$ cat config.mk
export PLATFORM = sky130hd
export DESIGN_NAME = joystick_to_touch_mapper_core_flat
export DESIGN_NICKNAME = d
export VERILOG_FILES = /design/src/design/jtm_pkg.sv /design/src/design/jtm_intf.sv /design/src/design/jtm_slot_alloc.sv /design/src/design/joystick_to_touch_mapper_core.sv /design/src/flat_wrapper.sv
export SDC_FILE = /design/constraint.sdc
export NUM_CORES = 2
export LEC_CHECK = 0
export BUFFER_PORTS_ARGS = -buffer_cell sky130_fd_sc_hd__buf_2
export CAP_MARGIN = 15
export CORE_UTILIZATION = 43
export CTS_BUF_LIST = sky130_fd_sc_hd__clkbuf_8
export CTS_CLUSTER_DIAMETER = 30
export CTS_CLUSTER_SIZE = 28
export DETAILED_ROUTE_END_ITERATION = 16
export GPL_TIMING_DRIVEN = 0
export MAX_ROUTING_LAYER = met4
export PLACE_DENSITY = 0.59
export SYNTH_ARGS = -nofsm -noshare
export SYNTH_HDL_FRONTEND = slang
export SYNTH_SLANG_ARGS = --single-unit
$ cat constraint.sdc
create_clock -name clk -period 10.5 [get_ports clk]
set_clock_uncertainty 0.1 [all_clocks]
set_input_delay 0.525 -clock clk [delete_from_list [all_inputs] [get_ports clk]]
set_output_delay 0.525 -clock clk [all_outputs]
set_load 0.005 [all_outputs]
$ cat src/design/jtm_pkg.sv
`timescale 1ns / 1ps
package jtm_pkg;

  localparam int SAMPLE_MAX      = 2047;
  localparam int DIGITIZER_RANGE = 4095;
  localparam int SCREEN_H        = 9;
  localparam int SCREEN_W        = 16;
  localparam int SLOTS           = 8;

  localparam int SAMPLE_W  = 11;
  localparam int PCT_W     = 7;
  localparam int VEL_W     = 8;
  localparam int CFG_W     = 8;
  localparam int CFG_IDX_W = 3;
  localparam int POS_W     = 16;
  localparam int SLOT_W    = 8;
  localparam int SLOT_IW   = (SLOTS > 1) ? $clog2(SLOTS) : 1;

  localparam logic [SLOT_W-1:0] NO_SLOT = 8'hFF;

  localparam logic [PCT_W-1:0] RST_CENTER   = 7'd50;
  localparam logic [PCT_W-1:0] RST_RADIUS   = 7'd10;
  localparam logic [PCT_W-1:0] RST_DEADZONE = 7'd10;
  localparam logic [VEL_W-1:0] RST_VELOCITY = 8'd10;

  localparam int HALF    = (SAMPLE_MAX / 2 > 0) ? SAMPLE_MAX / 2 : 1;
  localparam int PCT     = 100;
  localparam int DR_Q    = DIGITIZER_RANGE / PCT;
  localparam int DR_R    = DIGITIZER_RANGE % PCT;
  localparam int RATIO_D = SCREEN_W * HALF;

  // shared multiplier and reciprocal divide
  localparam int     MUL_W   = 24;
  localparam int     PROD_W  = 2 * MUL_W;
  localparam longint DIV_ONE = longint'(1) << MUL_W;

  localparam logic [MUL_W-1:0] RECIP_PCT   = MUL_W'(DIV_ONE / PCT);
  localparam logic [MUL_W-1:0] RECIP_HALF  = MUL_W'(DIV_ONE / HALF);
  localparam logic [MUL_W-1:0] RECIP_RATIO = MUL_W'(DIV_ONE / RATIO_D);

  typedef enum logic [1:0] {
    DIV_PCT,
    DIV_HALF,
    DIV_RATIO
  } div_sel_t;

  typedef enum logic [CFG_IDX_W-1:0] {
    REG_LEFT_CENTER_X,
    REG_LEFT_CENTER_Y,
    REG_LEFT_RADIUS,
    REG_RIGHT_CENTER_X,
    REG_RIGHT_CENTER_Y,
    REG_RIGHT_VELOCITY,
    REG_DEADZONE_PERCENT
  } cfg_reg_t;

  typedef enum logic [4:0] {
    ST_IDLE,
    ST_THR_MUL,
    ST_DIV_Q,
    ST_DIV_R,
    ST_DIV_FIX,
    ST_TSQ,
    ST_LSQX,
    ST_LSQY,
    ST_RSQX,
    ST_RSQY,
    ST_LX_MUL,
    ST_LX_RATIO,
    ST_LX_SUM,
    ST_LX_SCALE,
    ST_LX_DONE,
    ST_LY_MUL,
    ST_LY_SUM,
    ST_LY_SCALE,
    ST_LY_DONE,
    ST_RCX,
    ST_RCX_DONE,
    ST_RCY,
    ST_RCY_DONE,
    ST_RX_MUL1,
    ST_RX_MUL2,
    ST_RX_DONE,
    ST_RY_MUL,
    ST_RY_DONE,
    ST_UPD_L,
    ST_UPD_R,
    ST_SEND
  } st_t;

  typedef struct packed {
    logic [SAMPLE_W-1:0] left_x;
    logic [SAMPLE_W-1:0] left_y;
    logic [SAMPLE_W-1:0] right_x;
    logic [SAMPLE_W-1:0] right_y;
  } sample_t;

  typedef struct packed {
    logic              pressed;
    logic [SLOT_W-1:0] slot;
    logic [POS_W-1:0]  pos_x;
    logic [POS_W-1:0]  pos_y;
    logic              last;
  } report_t;

  typedef struct packed {
    logic              claim;
    logic              drop;
    logic [SLOT_W-1:0] slot;
  } slot_cmd_t;

  typedef struct packed {
    logic                neg;
    logic [SAMPLE_W-1:0] mag;
  } offset_t;

  function automatic logic [MUL_W-1:0] div_const(input div_sel_t sel);
    unique case (sel)
      DIV_PCT:   return MUL_W'(PCT);
      DIV_HALF:  return MUL_W'(HALF);
      DIV_RATIO: return MUL_W'(RATIO_D);
      default:   return MUL_W'(PCT);
    endcase
  endfunction

  function automatic logic [MUL_W-1:0] div_recip(input div_sel_t sel);
    unique case (sel)
      DIV_PCT:   return RECIP_PCT;
      DIV_HALF:  return RECIP_HALF;
      DIV_RATIO: return RECIP_RATIO;
      default:   return RECIP_PCT;
    endcase
  endfunction

  function automatic offset_t centre_offset(input logic [SAMPLE_W-1:0] x);
    offset_t o;
    if (x < SAMPLE_W'(HALF)) begin
      o.neg = 1'b1;
      o.mag = SAMPLE_W'(HALF) - x;
    end else begin
      o.neg = 1'b0;
      o.mag = x - SAMPLE_W'(HALF);
    end
    return o;
  endfunction

  function automatic logic [SLOT_W-1:0] lowest_free(input logic [SLOTS-1:0] used);
    logic [SLOT_W-1:0] idx;
    idx = NO_SLOT;
    for (int i = SLOTS - 1; i >= 0; i--) begin
      if (!used[i]) idx = SLOT_W'(i);
    end
    return idx;
  endfunction

endpackage

$ cat src/design/jtm_intf.sv
`timescale 1ns / 1ps
interface jtm_in_if;
  import jtm_pkg::*;

  logic    valid;
  logic    ready;
  sample_t data;

  modport source (output valid, output data, input ready);
  modport sink (input valid, input data, output ready);
endinterface

interface jtm_out_if;
  import jtm_pkg::*;

  logic    valid;
  logic    ready;
  report_t data;

  modport source (output valid, output data, input ready);
  modport sink (input valid, input data, output ready);
endinterface

$ cat src/design/jtm_slot_alloc.sv
`timescale 1ns / 1ps
module jtm_slot_alloc (
  input  logic                       clk,
  input  logic                       rst,
  input  jtm_pkg::slot_cmd_t         cmd,
  output logic [jtm_pkg::SLOT_W-1:0] free_slot
);
  import jtm_pkg::*;

  logic [SLOTS-1:0]  used;
  logic [SLOTS-1:0]  used_next;
  logic [SLOT_W-1:0] nf;

  // claim marks the lowest free bit, drop clears an in-range slot
  always_comb begin
    used_next = used;
    if (cmd.claim) begin
      used_next = used | (~used & (used + SLOTS'(1)));
    end else if (cmd.drop && (cmd.slot < SLOT_W'(SLOTS))) begin
      used_next = used & ~(SLOTS'(1) << cmd.slot[SLOT_IW-1:0]);
    end
  end

  always_ff @(posedge clk) begin
    if (rst) begin
      used <= '0;
      nf   <= '0;
    end else if (cmd.claim || cmd.drop) begin
      used <= used_next;
      nf   <= lowest_free(used_next);
    end
  end

  assign free_slot = nf;

  a_nf_free: assert property (@(posedge clk) disable iff (rst)
    (nf != NO_SLOT) |-> !used[nf[SLOT_IW-1:0]])
    else $error("next free slot is marked used");

  a_nf_full: assert property (@(posedge clk) disable iff (rst)
    (nf == NO_SLOT) |-> (&used))
    else $error("no free slot reported while map has a hole");

  a_claim_grows: assert property (@(posedge clk) disable iff (rst)
    (cmd.claim && nf != NO_SLOT) |=> ($countones(used) == $past($countones(used)) + 1))
    else $error("claim did not take exactly one slot");

endmodule

$ cat src/design/joystick_to_touch_mapper_core.sv
`timescale 1ns / 1ps
// flow: an input beat is taken in idle and runs the multiplier sequence; the report beats
// (0 to 2) then leave one per cycle while touch.ready is high, and no new input beat is taken
// until the last is sent; the single shared 24x24 multiplier does the reciprocal divisions
// reset: synchronous, active high; configuration returns to its defaults, sticks inactive,
// all touch slots free; ready for an input beat as soon as reset drops
module joystick_to_touch_mapper_core (
  input  logic                          clk,
  input  logic                          rst,
  input  logic                          cfg_we,
  input  logic [jtm_pkg::CFG_IDX_W-1:0] cfg_index,
  input  logic [jtm_pkg::CFG_W-1:0]     cfg_data,
  jtm_in_if.sink                        joy,
  jtm_out_if.source                     touch
);
  import jtm_pkg::*;

  // configuration
  logic [PCT_W-1:0] lcx, lcy, lrad, rcx, rcy, dz;
  logic [VEL_W-1:0] rvel;

  // sequencer
  st_t      st, st_next, ret;
  div_sel_t dsel;

  // datapath
  sample_t           smp;
  offset_t           ofs_lx, ofs_ly, ofs_rx, ofs_ry;
  logic [MUL_W-1:0]  mul_a, mul_b;
  logic [PROD_W-1:0] p;
  logic [MUL_W-1:0]  num, q0, quo, tsq, sq;
  logic              lout, rout;
  logic [POS_W-1:0]  ureg, scaled, lx_ofs;
  logic [POS_W-1:0]  lpx_new, lpy_new, rsx, rsy, sx, sy;

  // stick state
  logic              lact, ract;
  logic [SLOT_W-1:0] ls, rs, ls_eff, rs_eff, free_slot;
  logic [POS_W-1:0]  lpx, lpy, rpx, rpy;
  logic [POS_W-1:0]  rbase_x, rbase_y, rpx_n, rpy_n;

  // report buffer
  report_t   rep [2];
  report_t   lrep, rrep;
  logic      lrep_en, rrep_en;
  logic [1:0] nrep;
  logic      ridx;
  logic      last_beat;

  slot_cmd_t slot_cmd;

  jtm_slot_alloc u_slots (
    .clk       (clk),
    .rst       (rst),
    .cmd       (slot_cmd),
    .free_slot (free_slot)
  );

  always_ff @(posedge clk) begin
    if (rst) begin
      lcx  <= RST_CENTER;
      lcy  <= RST_CENTER;
      lrad <= RST_RADIUS;
      rcx  <= RST_CENTER;
      rcy  <= RST_CENTER;
      rvel <= RST_VELOCITY;
      dz   <= RST_DEADZONE;
    end else if (cfg_we) begin
      unique case (cfg_reg_t'(cfg_index))
        REG_LEFT_CENTER_X:    lcx  <= cfg_data[PCT_W-1:0];
        REG_LEFT_CENTER_Y:    lcy  <= cfg_data[PCT_W-1:0];
        REG_LEFT_RADIUS:      lrad <= cfg_data[PCT_W-1:0];
        REG_RIGHT_CENTER_X:   rcx  <= cfg_data[PCT_W-1:0];
        REG_RIGHT_CENTER_Y:   rcy  <= cfg_data[PCT_W-1:0];
        REG_RIGHT_VELOCITY:   rvel <= cfg_data[VEL_W-1:0];
        REG_DEADZONE_PERCENT: dz   <= cfg_data[PCT_W-1:0];
        default: ;
      endcase
    end
  end

  always_comb begin
    ofs_lx = centre_offset(smp.left_x);
    ofs_ly = centre_offset(smp.left_y);
    ofs_rx = centre_offset(smp.right_x);
    ofs_ry = centre_offset(smp.right_y);
  end

  // percent to digitizer units: u*R/100 = u*(R/100) + u*(R%100)/100
  assign scaled = POS_W'(ureg * DR_Q) + quo[POS_W-1:0];
  assign lx_ofs = POS_W'(p[MUL_W-1:0] / SCREEN_W);

  always_comb begin
    ls_eff  = lact ? ls : free_slot;
    rs_eff  = ract ? rs : free_slot;
    lrep_en = lout || lact;
    rrep_en = rout || ract;
    rbase_x = ract ? rpx : rsx;
    rbase_y = ract ? rpy : rsy;
    rpx_n   = ofs_rx.neg ? rbase_x - sx : rbase_x + sx;
    rpy_n   = ofs_ry.neg ? rbase_y - sy : rbase_y + sy;
    if (lout) begin
      lrep = '{pressed: 1'b1, slot: ls_eff, pos_x: lpx_new, pos_y: lpy_new, last: 1'b0};
    end else begin
      lrep = '{pressed: 1'b0, slot: ls, pos_x: lpx, pos_y: lpy, last: 1'b0};
    end
    if (rout) begin
      rrep = '{pressed: 1'b1, slot: rs_eff, pos_x: rpx_n, pos_y: rpy_n, last: 1'b0};
    end else begin
      rrep = '{pressed: 1'b0, slot: rs, pos_x: rpx, pos_y: rpy, last: 1'b0};
    end
    last_beat = ({1'b0, ridx} == (nrep - 2'd1));
  end

  // next state
  always_comb begin
    st_next = st;
    unique case (st)
      ST_IDLE:     if (joy.valid) st_next = ST_THR_MUL;
      ST_THR_MUL:  st_next = ST_DIV_Q;
      ST_DIV_Q:    st_next = ST_DIV_R;
      ST_DIV_R:    st_next = ST_DIV_FIX;
      ST_DIV_FIX:  st_next = ret;
      ST_TSQ:      st_next = ST_LSQX;
      ST_LSQX:     st_next = ST_LSQY;
      ST_LSQY:     st_next = ST_RSQX;
      ST_RSQX:     st_next = ST_RSQY;
      ST_RSQY:     st_next = ST_LX_MUL;
      ST_LX_MUL:   st_next = ST_DIV_Q;
      ST_LX_RATIO: st_next = ST_LX_SUM;
      ST_LX_SUM:   st_next = ST_LX_SCALE;
      ST_LX_SCALE: st_next = ST_DIV_Q;
      ST_LX_DONE:  st_next = ST_LY_MUL;
      ST_LY_MUL:   st_next = ST_DIV_Q;
      ST_LY_SUM:   st_next = ST_LY_SCALE;
      ST_LY_SCALE: st_next = ST_DIV_Q;
      ST_LY_DONE:  st_next = ST_RCX;
      ST_RCX:      st_next = ST_DIV_Q;
      ST_RCX_DONE: st_next = ST_RCY;
      ST_RCY:      st_next = ST_DIV_Q;
      ST_RCY_DONE: st_next = ST_RX_MUL1;
      ST_RX_MUL1:  st_next = ST_RX_MUL2;
      ST_RX_MUL2:  st_next = ST_DIV_Q;
      ST_RX_DONE:  st_next = ST_RY_MUL;
      ST_RY_MUL:   st_next = ST_DIV_Q;
      ST_RY_DONE:  st_next = ST_UPD_L;
      ST_UPD_L:    st_next = ST_UPD_R;
      ST_UPD_R:    st_next = (nrep != 2'd0 || rrep_en) ? ST_SEND : ST_IDLE;
      ST_SEND:     if (touch.ready && last_beat) st_next = ST_IDLE;
      default:     st_next = ST_IDLE;
    endcase
  end

  // outputs: handshake, multiplier operands, slot commands
  always_comb begin
    joy.ready       = (st == ST_IDLE);
    touch.valid     = (st == ST_SEND);
    touch.data      = rep[ridx];
    touch.data.last = last_beat;
    mul_a           = '0;
    mul_b           = '0;
    slot_cmd        = '{claim: 1'b0, drop: 1'b0, slot: ls};
    unique case (st)
      ST_THR_MUL: begin
        mul_a = MUL_W'(SAMPLE_MAX);
        mul_b = MUL_W'(dz);
      end
      ST_DIV_Q: begin
        mul_a = p[MUL_W-1:0];
        mul_b = div_recip(dsel);
      end
      ST_DIV_R: begin
        mul_a = p[PROD_W-1:MUL_W];
        mul_b = div_const(dsel);
      end
      ST_TSQ: begin
        mul_a = quo;
        mul_b = quo;
      end
      ST_LSQX: begin
        mul_a = MUL_W'(ofs_lx.mag);
        mul_b = MUL_W'(ofs_lx.mag);
      end
      ST_LSQY: begin
        mul_a = MUL_W'(ofs_ly.mag);
        mul_b = MUL_W'(ofs_ly.mag);
      end
      ST_RSQX: begin
        mul_a = MUL_W'(ofs_rx.mag);
        mul_b = MUL_W'(ofs_rx.mag);
      end
      ST_RSQY: begin
        mul_a = MUL_W'(ofs_ry.mag);
        mul_b = MUL_W'(ofs_ry.mag);
      end
      ST_LX_MUL: begin
        mul_a = MUL_W'(lrad);
        mul_b = MUL_W'(ofs_lx.mag);
      end
      ST_LX_RATIO: begin
        mul_a = quo;
        mul_b = MUL_W'(SCREEN_H);
      end
      ST_LX_SCALE, ST_LY_SCALE: begin
        mul_a = MUL_W'(ureg);
        mul_b = MUL_W'(DR_R);
      end
      ST_LY_MUL: begin
        mul_a = MUL_W'(lrad);
        mul_b = MUL_W'(ofs_ly.mag);
      end
      ST_RCX: begin
        mul_a = MUL_W'(rcx);
        mul_b = MUL_W'(DR_R);
      end
      ST_RCY: begin
        mul_a = MUL_W'(rcy);
        mul_b = MUL_W'(DR_R);
      end
      ST_RX_MUL1: begin
        mul_a = MUL_W'(ofs_rx.mag);
        mul_b = MUL_W'(SCREEN_H);
      end
      ST_RX_MUL2: begin
        mul_a = p[MUL_W-1:0];
        mul_b = MUL_W'(rvel);
      end
      ST_RY_MUL: begin
        mul_a = MUL_W'(ofs_ry.mag);
        mul_b = MUL_W'(rvel);
      end
      ST_UPD_L: begin
        slot_cmd = '{claim: lout && !lact, drop: !lout && lact, slot: ls};
      end
      ST_UPD_R: begin
        slot_cmd = '{claim: rout && !ract, drop: !rout && ract, slot: rs};
      end
      default: ;
    endcase
  end

  // control and stick state
  always_ff @(posedge clk) begin
    if (rst) begin
      st   <= ST_IDLE;
      lact <= 1'b0;
      ract <= 1'b0;
      ls   <= '0;
      rs   <= '0;
      lpx  <= '0;
      lpy  <= '0;
      rpx  <= '0;
      rpy  <= '0;
      nrep <= '0;
      ridx <= 1'b0;
    end else begin
      st <= st_next;
      case (st)
        ST_UPD_L: begin
          if (lout) begin
            lact <= 1'b1;
            ls   <= ls_eff;
            lpx  <= lpx_new;
            lpy  <= lpy_new;
          end else if (lact) begin
            lact <= 1'b0;
            ls   <= '0;
          end
          nrep <= {1'b0, lrep_en};
          ridx <= 1'b0;
        end
        ST_UPD_R: begin
          if (rout) begin
            ract <= 1'b1;
            rs   <= rs_eff;
            rpx  <= rpx_n;
            rpy  <= rpy_n;
          end else if (ract) begin
            ract <= 1'b0;
            rs   <= '0;
          end
          nrep <= nrep + {1'b0, rrep_en};
        end
        ST_SEND: if (touch.ready) ridx <= ridx + 1'b1;
        default: ;
      endcase
    end
  end

  // datapath
  always_ff @(posedge clk) begin
    p <= PROD_W'(mul_a) * PROD_W'(mul_b);
    if (joy.valid && joy.ready) smp <= joy.data;
    case (st)
      ST_THR_MUL: begin
        ret  <= ST_TSQ;
        dsel <= DIV_PCT;
      end
      ST_DIV_Q:   num <= p[MUL_W-1:0];
      ST_DIV_R:   q0  <= p[PROD_W-1:MUL_W];
      // reciprocal estimate is low by at most one
      ST_DIV_FIX: quo <= ((num - p[MUL_W-1:0]) >= div_const(dsel)) ? q0 + 1'b1 : q0;
      ST_LSQX:    tsq <= p[MUL_W-1:0];
      ST_LSQY:    sq  <= p[MUL_W-1:0];
      ST_RSQX:    lout <= (sq + p[MUL_W-1:0]) >= tsq;
      ST_RSQY:    sq  <= p[MUL_W-1:0];
      ST_LX_MUL: begin
        rout <= (sq + p[MUL_W-1:0]) >= tsq;
        ret  <= ST_LX_RATIO;
        dsel <= DIV_HALF;
      end
      ST_LX_SUM: ureg <= ofs_lx.neg ? POS_W'(lcx) - lx_ofs : POS_W'(lcx) + lx_ofs;
      ST_LX_SCALE: begin
        ret  <= ST_LX_DONE;
        dsel <= DIV_PCT;
      end
      ST_LX_DONE: lpx_new <= scaled;
      ST_LY_MUL: begin
        ret  <= ST_LY_SUM;
        dsel <= DIV_HALF;
      end
      ST_LY_SUM: begin
        ureg <= ofs_ly.neg ? POS_W'(lcy) - quo[POS_W-1:0] : POS_W'(lcy) + quo[POS_W-1:0];
      end
      ST_LY_SCALE: begin
        ret  <= ST_LY_DONE;
        dsel <= DIV_PCT;
      end
      ST_LY_DONE: lpy_new <= scaled;
      ST_RCX: begin
        ureg <= POS_W'(rcx);
        ret  <= ST_RCX_DONE;
        dsel <= DIV_PCT;
      end
      ST_RCX_DONE: rsx <= scaled;
      ST_RCY: begin
        ureg <= POS_W'(rcy);
        ret  <= ST_RCY_DONE;
        dsel <= DIV_PCT;
      end
      ST_RCY_DONE: rsy <= scaled;
      ST_RX_MUL2: begin
        ret  <= ST_RX_DONE;
        dsel <= DIV_RATIO;
      end
      ST_RX_DONE: sx <= quo[POS_W-1:0];
      ST_RY_MUL: begin
        ret  <= ST_RY_DONE;
        dsel <= DIV_HALF;
      end
      ST_RY_DONE: sy <= quo[POS_W-1:0];
      ST_UPD_L:   if (lrep_en) rep[0] <= lrep;
      ST_UPD_R:   if (rrep_en) rep[nrep[0]] <= rrep;
      default: ;
    endcase
  end

  a_one_side: assert property (@(posedge clk) disable iff (rst)
    !(joy.ready && touch.valid))
    else $error("input taken while a report beat is pending");

  a_slots_distinct: assert property (@(posedge clk) disable iff (rst)
    (lact && ract && ls != NO_SLOT && rs != NO_SLOT) |-> (ls != rs))
    else $error("both sticks hold the same touch slot");

  a_last_frees: assert property (@(posedge clk) disable iff (rst)
    (touch.valid && touch.ready && touch.data.last) |=> joy.ready)
    else $error("not ready after the final report beat");

endmodule
$ cat src/flat_wrapper.sv
// flat-port wrapper written by rule: the top's interface ports become plain ports
module joystick_to_touch_mapper_core_flat import jtm_pkg::*;
  (clk, rst, cfg_we, cfg_index, cfg_data, joy_valid, joy_data, joy_ready, touch_valid, touch_data, touch_ready);
  jtm_in_if joy_i ();
  jtm_out_if touch_i ();
  input  logic clk;
  input  logic rst;
  input  logic cfg_we;
  input  logic [jtm_pkg::CFG_IDX_W-1:0] cfg_index;
  input  logic [jtm_pkg::CFG_W-1:0] cfg_data;
  input wire logic [$bits(joy_i.valid)-1:0] joy_valid;
  input wire logic [$bits(joy_i.data)-1:0] joy_data;
  output wire logic [$bits(joy_i.ready)-1:0] joy_ready;
  output wire logic [$bits(touch_i.valid)-1:0] touch_valid;
  output wire logic [$bits(touch_i.data)-1:0] touch_data;
  input wire logic [$bits(touch_i.ready)-1:0] touch_ready;
  assign joy_i.valid = joy_valid;
  assign joy_i.data = joy_data;
  assign joy_ready = joy_i.ready;
  assign touch_valid = touch_i.valid;
  assign touch_data = touch_i.data;
  assign touch_i.ready = touch_ready;
  joystick_to_touch_mapper_core u_core (.clk(clk), .rst(rst), .cfg_we(cfg_we), .cfg_index(cfg_index), .cfg_data(cfg_data), .joy(joy_i), .touch(touch_i));
endmodule
==> PnR_summary.wiki <==
{| class="wikitable"
! Metric !! Value
|-
| Proportion of synthesized chip area in sequential cells || 30.5%
|-
| Post-synth EDFFs || 367
|-
| Fraction of the core area covered by cells at the end of the flow || 49.8%
|-
| Final RePlAce weighted congestion || 1.03
|-
| Data arrival time at the worst-slack endpoint || 11.01 ns
|-
| Routed vias || 39,800
|-
| Total clock sinks || 568
|-
| Internal || 0.00641 W
|-
| Antenna Nets Post-Route || 0
|-
| Number of max-slew violations in the final report || 9
|-
| Maximum fanout count along the critical path || 10
|-
| Endpoint class of the critical path || flip-flop
|-
| Final Instance Area || 56,300 um^2
|-
| WHS Path Cells || 3
|-
| Placed cell area || 52,000 um^2
|-
| Non-filler instance count after layout || 7,171
|-
| Cell count after placement || 6,847
|-
| Fraction of the cycle the final worst path needs || 98.9%
|-
| Total length of routed wires || 167,000 um
|-
| Worst-case vdd ir drop || 0.122 mV
|-
| Met3 Resource Use GR || 4.36%
|-
| Number of buffers between clock root and the deepest sink || 3
|-
| DRC violations left || 0
|-
| Cell type with the highest occurrence count on the critical path || fa_1
|-
| Outcome || finished with violations
|-
| Synth warnings || 0
|-
| Grt met1 use || 38.2%
|-
| Largest area contributor in the synthesized netlist || edfxtp_1
|-
| DRC violation total after the first TritonRoute iteration || 3,678
|-
| Path type of the worst setup path || flip-flop to flip-flop
|-
| Final critical-path required period || 10.38 ns
|-
| Maximum clock rate || 96.3 MHz
|-
| Number of endpoints failing setup at the final stage || 0
|-
| Flip-flop and latch count after synthesis || 568
|-
| Power per cell area || 208 nW/um^2
|-
| Master cell of the clock root buffer || clkbuf_8
|-
| Leakage dissipation || 24.2 nW
|-
| Pre-Repair DR Iteration Count || 8
|-
| Fraction of layout instances using a drive strength above 1 || 11.1%
|-
| Routing usage on met2 || 45.7%
|-
| Pre-CTS setup slack || -1.37 ns
|-
| Clock tree from TritonCTS || built
|-
| First-pass GRT wire length || 247,000 um
|-
| Via count of the first global-routing pass || 38,900
|-
| Slowest library cell on the worst path || fa_1
|-
| Tightest Pin Transition || 1.55 ns
|-
| Share of the synthesized area in the top cell type || 22.4%
|-
| Buffers added on ports || 102
|-
| Final Hold Violating Endpoints || 0
|-
| Clock-pin slew reported for the worst setup and hold paths after clock tree synthesis || 0.06 ns
|-
| Relative slew slack || -3.11%
|-
| Portion of total power attributed to the clock network || 26.4%
|-
| HPWL after detailed placement || 133,000 um
|-
| Dominant cells by area after synthesis || edfxtp_1 (22%), fa_1 (20%), ha_1 (8.7%), dfxtp_1 (8.2%), nand2_1 (5.8%)
|-
| Violated checks || slew limit
|-
| Setup slack of the critical path after layout || 0.116 ns
|-
| Sequential share of power || 25.9%
|-
| Maximum capacitance violations || 0
|-
| Hold WC Path Type || input port to flip-flop
|-
| Standard-cell rows || 123
|-
| Worst R2R Setup Slack || 0.12 ns
|-
| Clock network latency to the later pin of the worst-skew pair || 0.87 ns
|-
| Count of boundary I/O pins || 104
|-
| Final setup TNS || 0 ns
|-
| Type of origin of the critical path || flip-flop
|-
| Total global routing track utilization || 29.5%
|-
| Synth-to-layout area growth || 14.3%
|-
| Count of mapped cells out of synthesis || 5,221
|-
| Net count after synthesis || 6,115
|-
| Launch point of the worst path || u_core.st[0]
|-
| Wire length per cell || 23.2 um
|-
| Depth of the worst register-to-register path || 36
|-
| Pin count of the biggest net entering global routing || 34
|-
| Congestion Overflow GR || 0
|-
| Area of the die || 116,000 um^2
|-
| FF-to-FF Start || u_core.st[0]
|-
| Proportion of register bits with asynchronous set or reset after synthesis || 0%
|-
| WP data required || 11.12 ns
|-
| Net switching power figure || 0.00531 W
|-
| Number of levels the H-tree was split into || 4
|-
| Count of nets after finishing || 6,440
|-
| Width of the chip || 340 um
|-
| Stage delay of the slowest cell on the critical path || 0.56 ns
|-
| Post-synthesis instance area || 49,300 um^2
|-
| Switching part of the total || 45.3%
|-
| Antenna violations before repair || 8
|-
| Worst flop-to-flop path endpoint || u_core.p[46]
|-
| Post-detailed-route via-to-cell ratio || 5.55
|-
| Most heavily used metal layer in global routing || met2
|-
| Cts bufs inserted || 140
|-
| Mean cell area of the mapped netlist || 9.43 um^2
|-
| Predominant post-synthesis flop cell || edfxtp_1
|-
| Initial Utilization || 43.6%
|-
| Netlist cell types || 94
|-
| Total core area || 113,000 um^2
|-
| Die extent in y || 340 um
|-
| Combinational Power Share || 47.7%
|-
| Critical Path End || u_core.p[46]
|}
## cells in the final DEF (no fill, tap or decap), types with 80 or more instances in the layout
master / n
nor2_1: 380
o21ai_0: 124
edfxtp_1: 367
nand2_1: 749
dfxtp_1: 201
clkbuf_1: 123
nand3_1: 80
a21oi_1: 290
ha_1: 344
inv_1: 755
buf_2: 115
fa_1: 490
clkbuf_8: 153
xnor2_1: 178
## power groups by stage
| stage | combinational [W] | clock, W | sequential [W] |
|---|---|---|---|
| finish | 0.00559 | 0.00309 | 0.00304 |
| floorplan | 0.00358 | 0 | 0.00285 |
| global route | 0.00610 | 0.00325 | 0.00304 |
| global placement | 0.00527 | 0 | 0.00308 |
| detailed placement | 0.00536 | 0 | 0.00307 |
| CTS | 0.00549 | 0.00314 | 0.00303 |
## synth_stat cells, drive strengths merged (19+ instances only)
cell / count
xnor2: 179
dfxtp: 201
inv: 747
a31oi: 36
mux2: 74
fa: 490
nand4: 20
nand2: 755
clkbuf: 190
nand3: 85
mux2i: 74
a22oi: 33
a221o: 20
o211ai: 34
or2: 19
and3: 38
a21oi: 296
and2: 76
a221oi: 33
nand2b: 33
buf: 31
or3: 26
nor2b: 51
ha: 344
o21ai: 132
nor2: 391
a21o: 72
a211oi: 33
nor3: 52
edfxtp: 367
xor2: 64
## cell type report
cell class,count,area (um^2)
buffer,212,916
tap,1500,1880
multi-input combinational,3682,30900
clock inverter,110,1210
sequential,568,15000
timing repair buffer,192,1440
antenna,5,12.5
fill,10700,56700
inverter,750,2830
clock buffer,152,2090
## how the worst min path moves through the flow
| stage | from | endpoint | slack, ns |
|---|---|---|---|
| finish | rst | u_core.u_slots.free_slot[6] | 0.12 |
| global placement | u_core.lpy[1] | u_core.lpy[1] | 0.34 |
| floorplan | u_core.p[26] | u_core.q0[2] | 0.31 |
| detailed placement | u_core.lpy[2] | u_core.lpy[2] | 0.34 |
| CTS | rst | u_core.u_slots.free_slot[6] | 0.05 |
| global route | rst | u_core.u_slots.free_slot[6] | 0.13 |
## registers in the layout, indices dropped and copies added, names as in the netlist, 24 cells and up, named ones only
name,count
u_core.num,24
u_core.tsq,24
u_core.quo,24
u_core.rep,82
u_core.q0,24
u_core.smp,44
u_core.sq,24
u_core.p,48
## worst max-delay path, delay by kind of cell, from the launching register on
family / cells / cell delay (ns)
buf+inv: 11 / 1.57
fa+ha+maj: 8 / 3.97
compound gates: 9 / 2.33
flops: 1 / 0.31
simple gates: 7 / 1.78
xor+xnor: 1 / 0.17
## what timing repair did
item	4_1_cts	5_1_grt
endpoints found under the hold margin	95	0
resized for setup	74	65
gates cloned	0	0
hold buffers	56	0
buffers inserted	7	3
pin swaps	5	2
endpoints found under the setup margin	23	12
## kinds of logic after synthesis
logic type | Yosys count | synth area share (%)
and+or+nand+nor | 1592 | 14.3
buffers and inverters | 971 | 7.46
AOI/OAI and AO/OA | 864 | 11.5
adders and majority gates | 835 | 28.7
DFF | 568 | 30.5
xor gates and xnor gates | 243 | 4.34
muxes | 148 | 3.20
## routing by layer
layer / part of all wire (%) / wire [um] / vias to the layer above
met1: 42 / 69600 / 19600
li1: - / - / 18100
met4: 5.0 / 8320 / 0
met2: 46 / 75800 / 1759
met3: 7.7 / 12900 / 366
met5: 0 / 0 / -
## stage by stage
| step | hold slack, ns | total power, W |
|---|---|---|
| after global placement | 0.338 | 0.00835 |
| after floorplan | 0.308 | 0.00643 |
| after CTS | 0.0453 | 0.0117 |
| after detailed placement | 0.342 | 0.00843 |
| after global routing | 0.129 | 0.0124 |
| final | 0.115 | 0.0117 |
No activity file was read; power rests on OpenSTA's default activity.
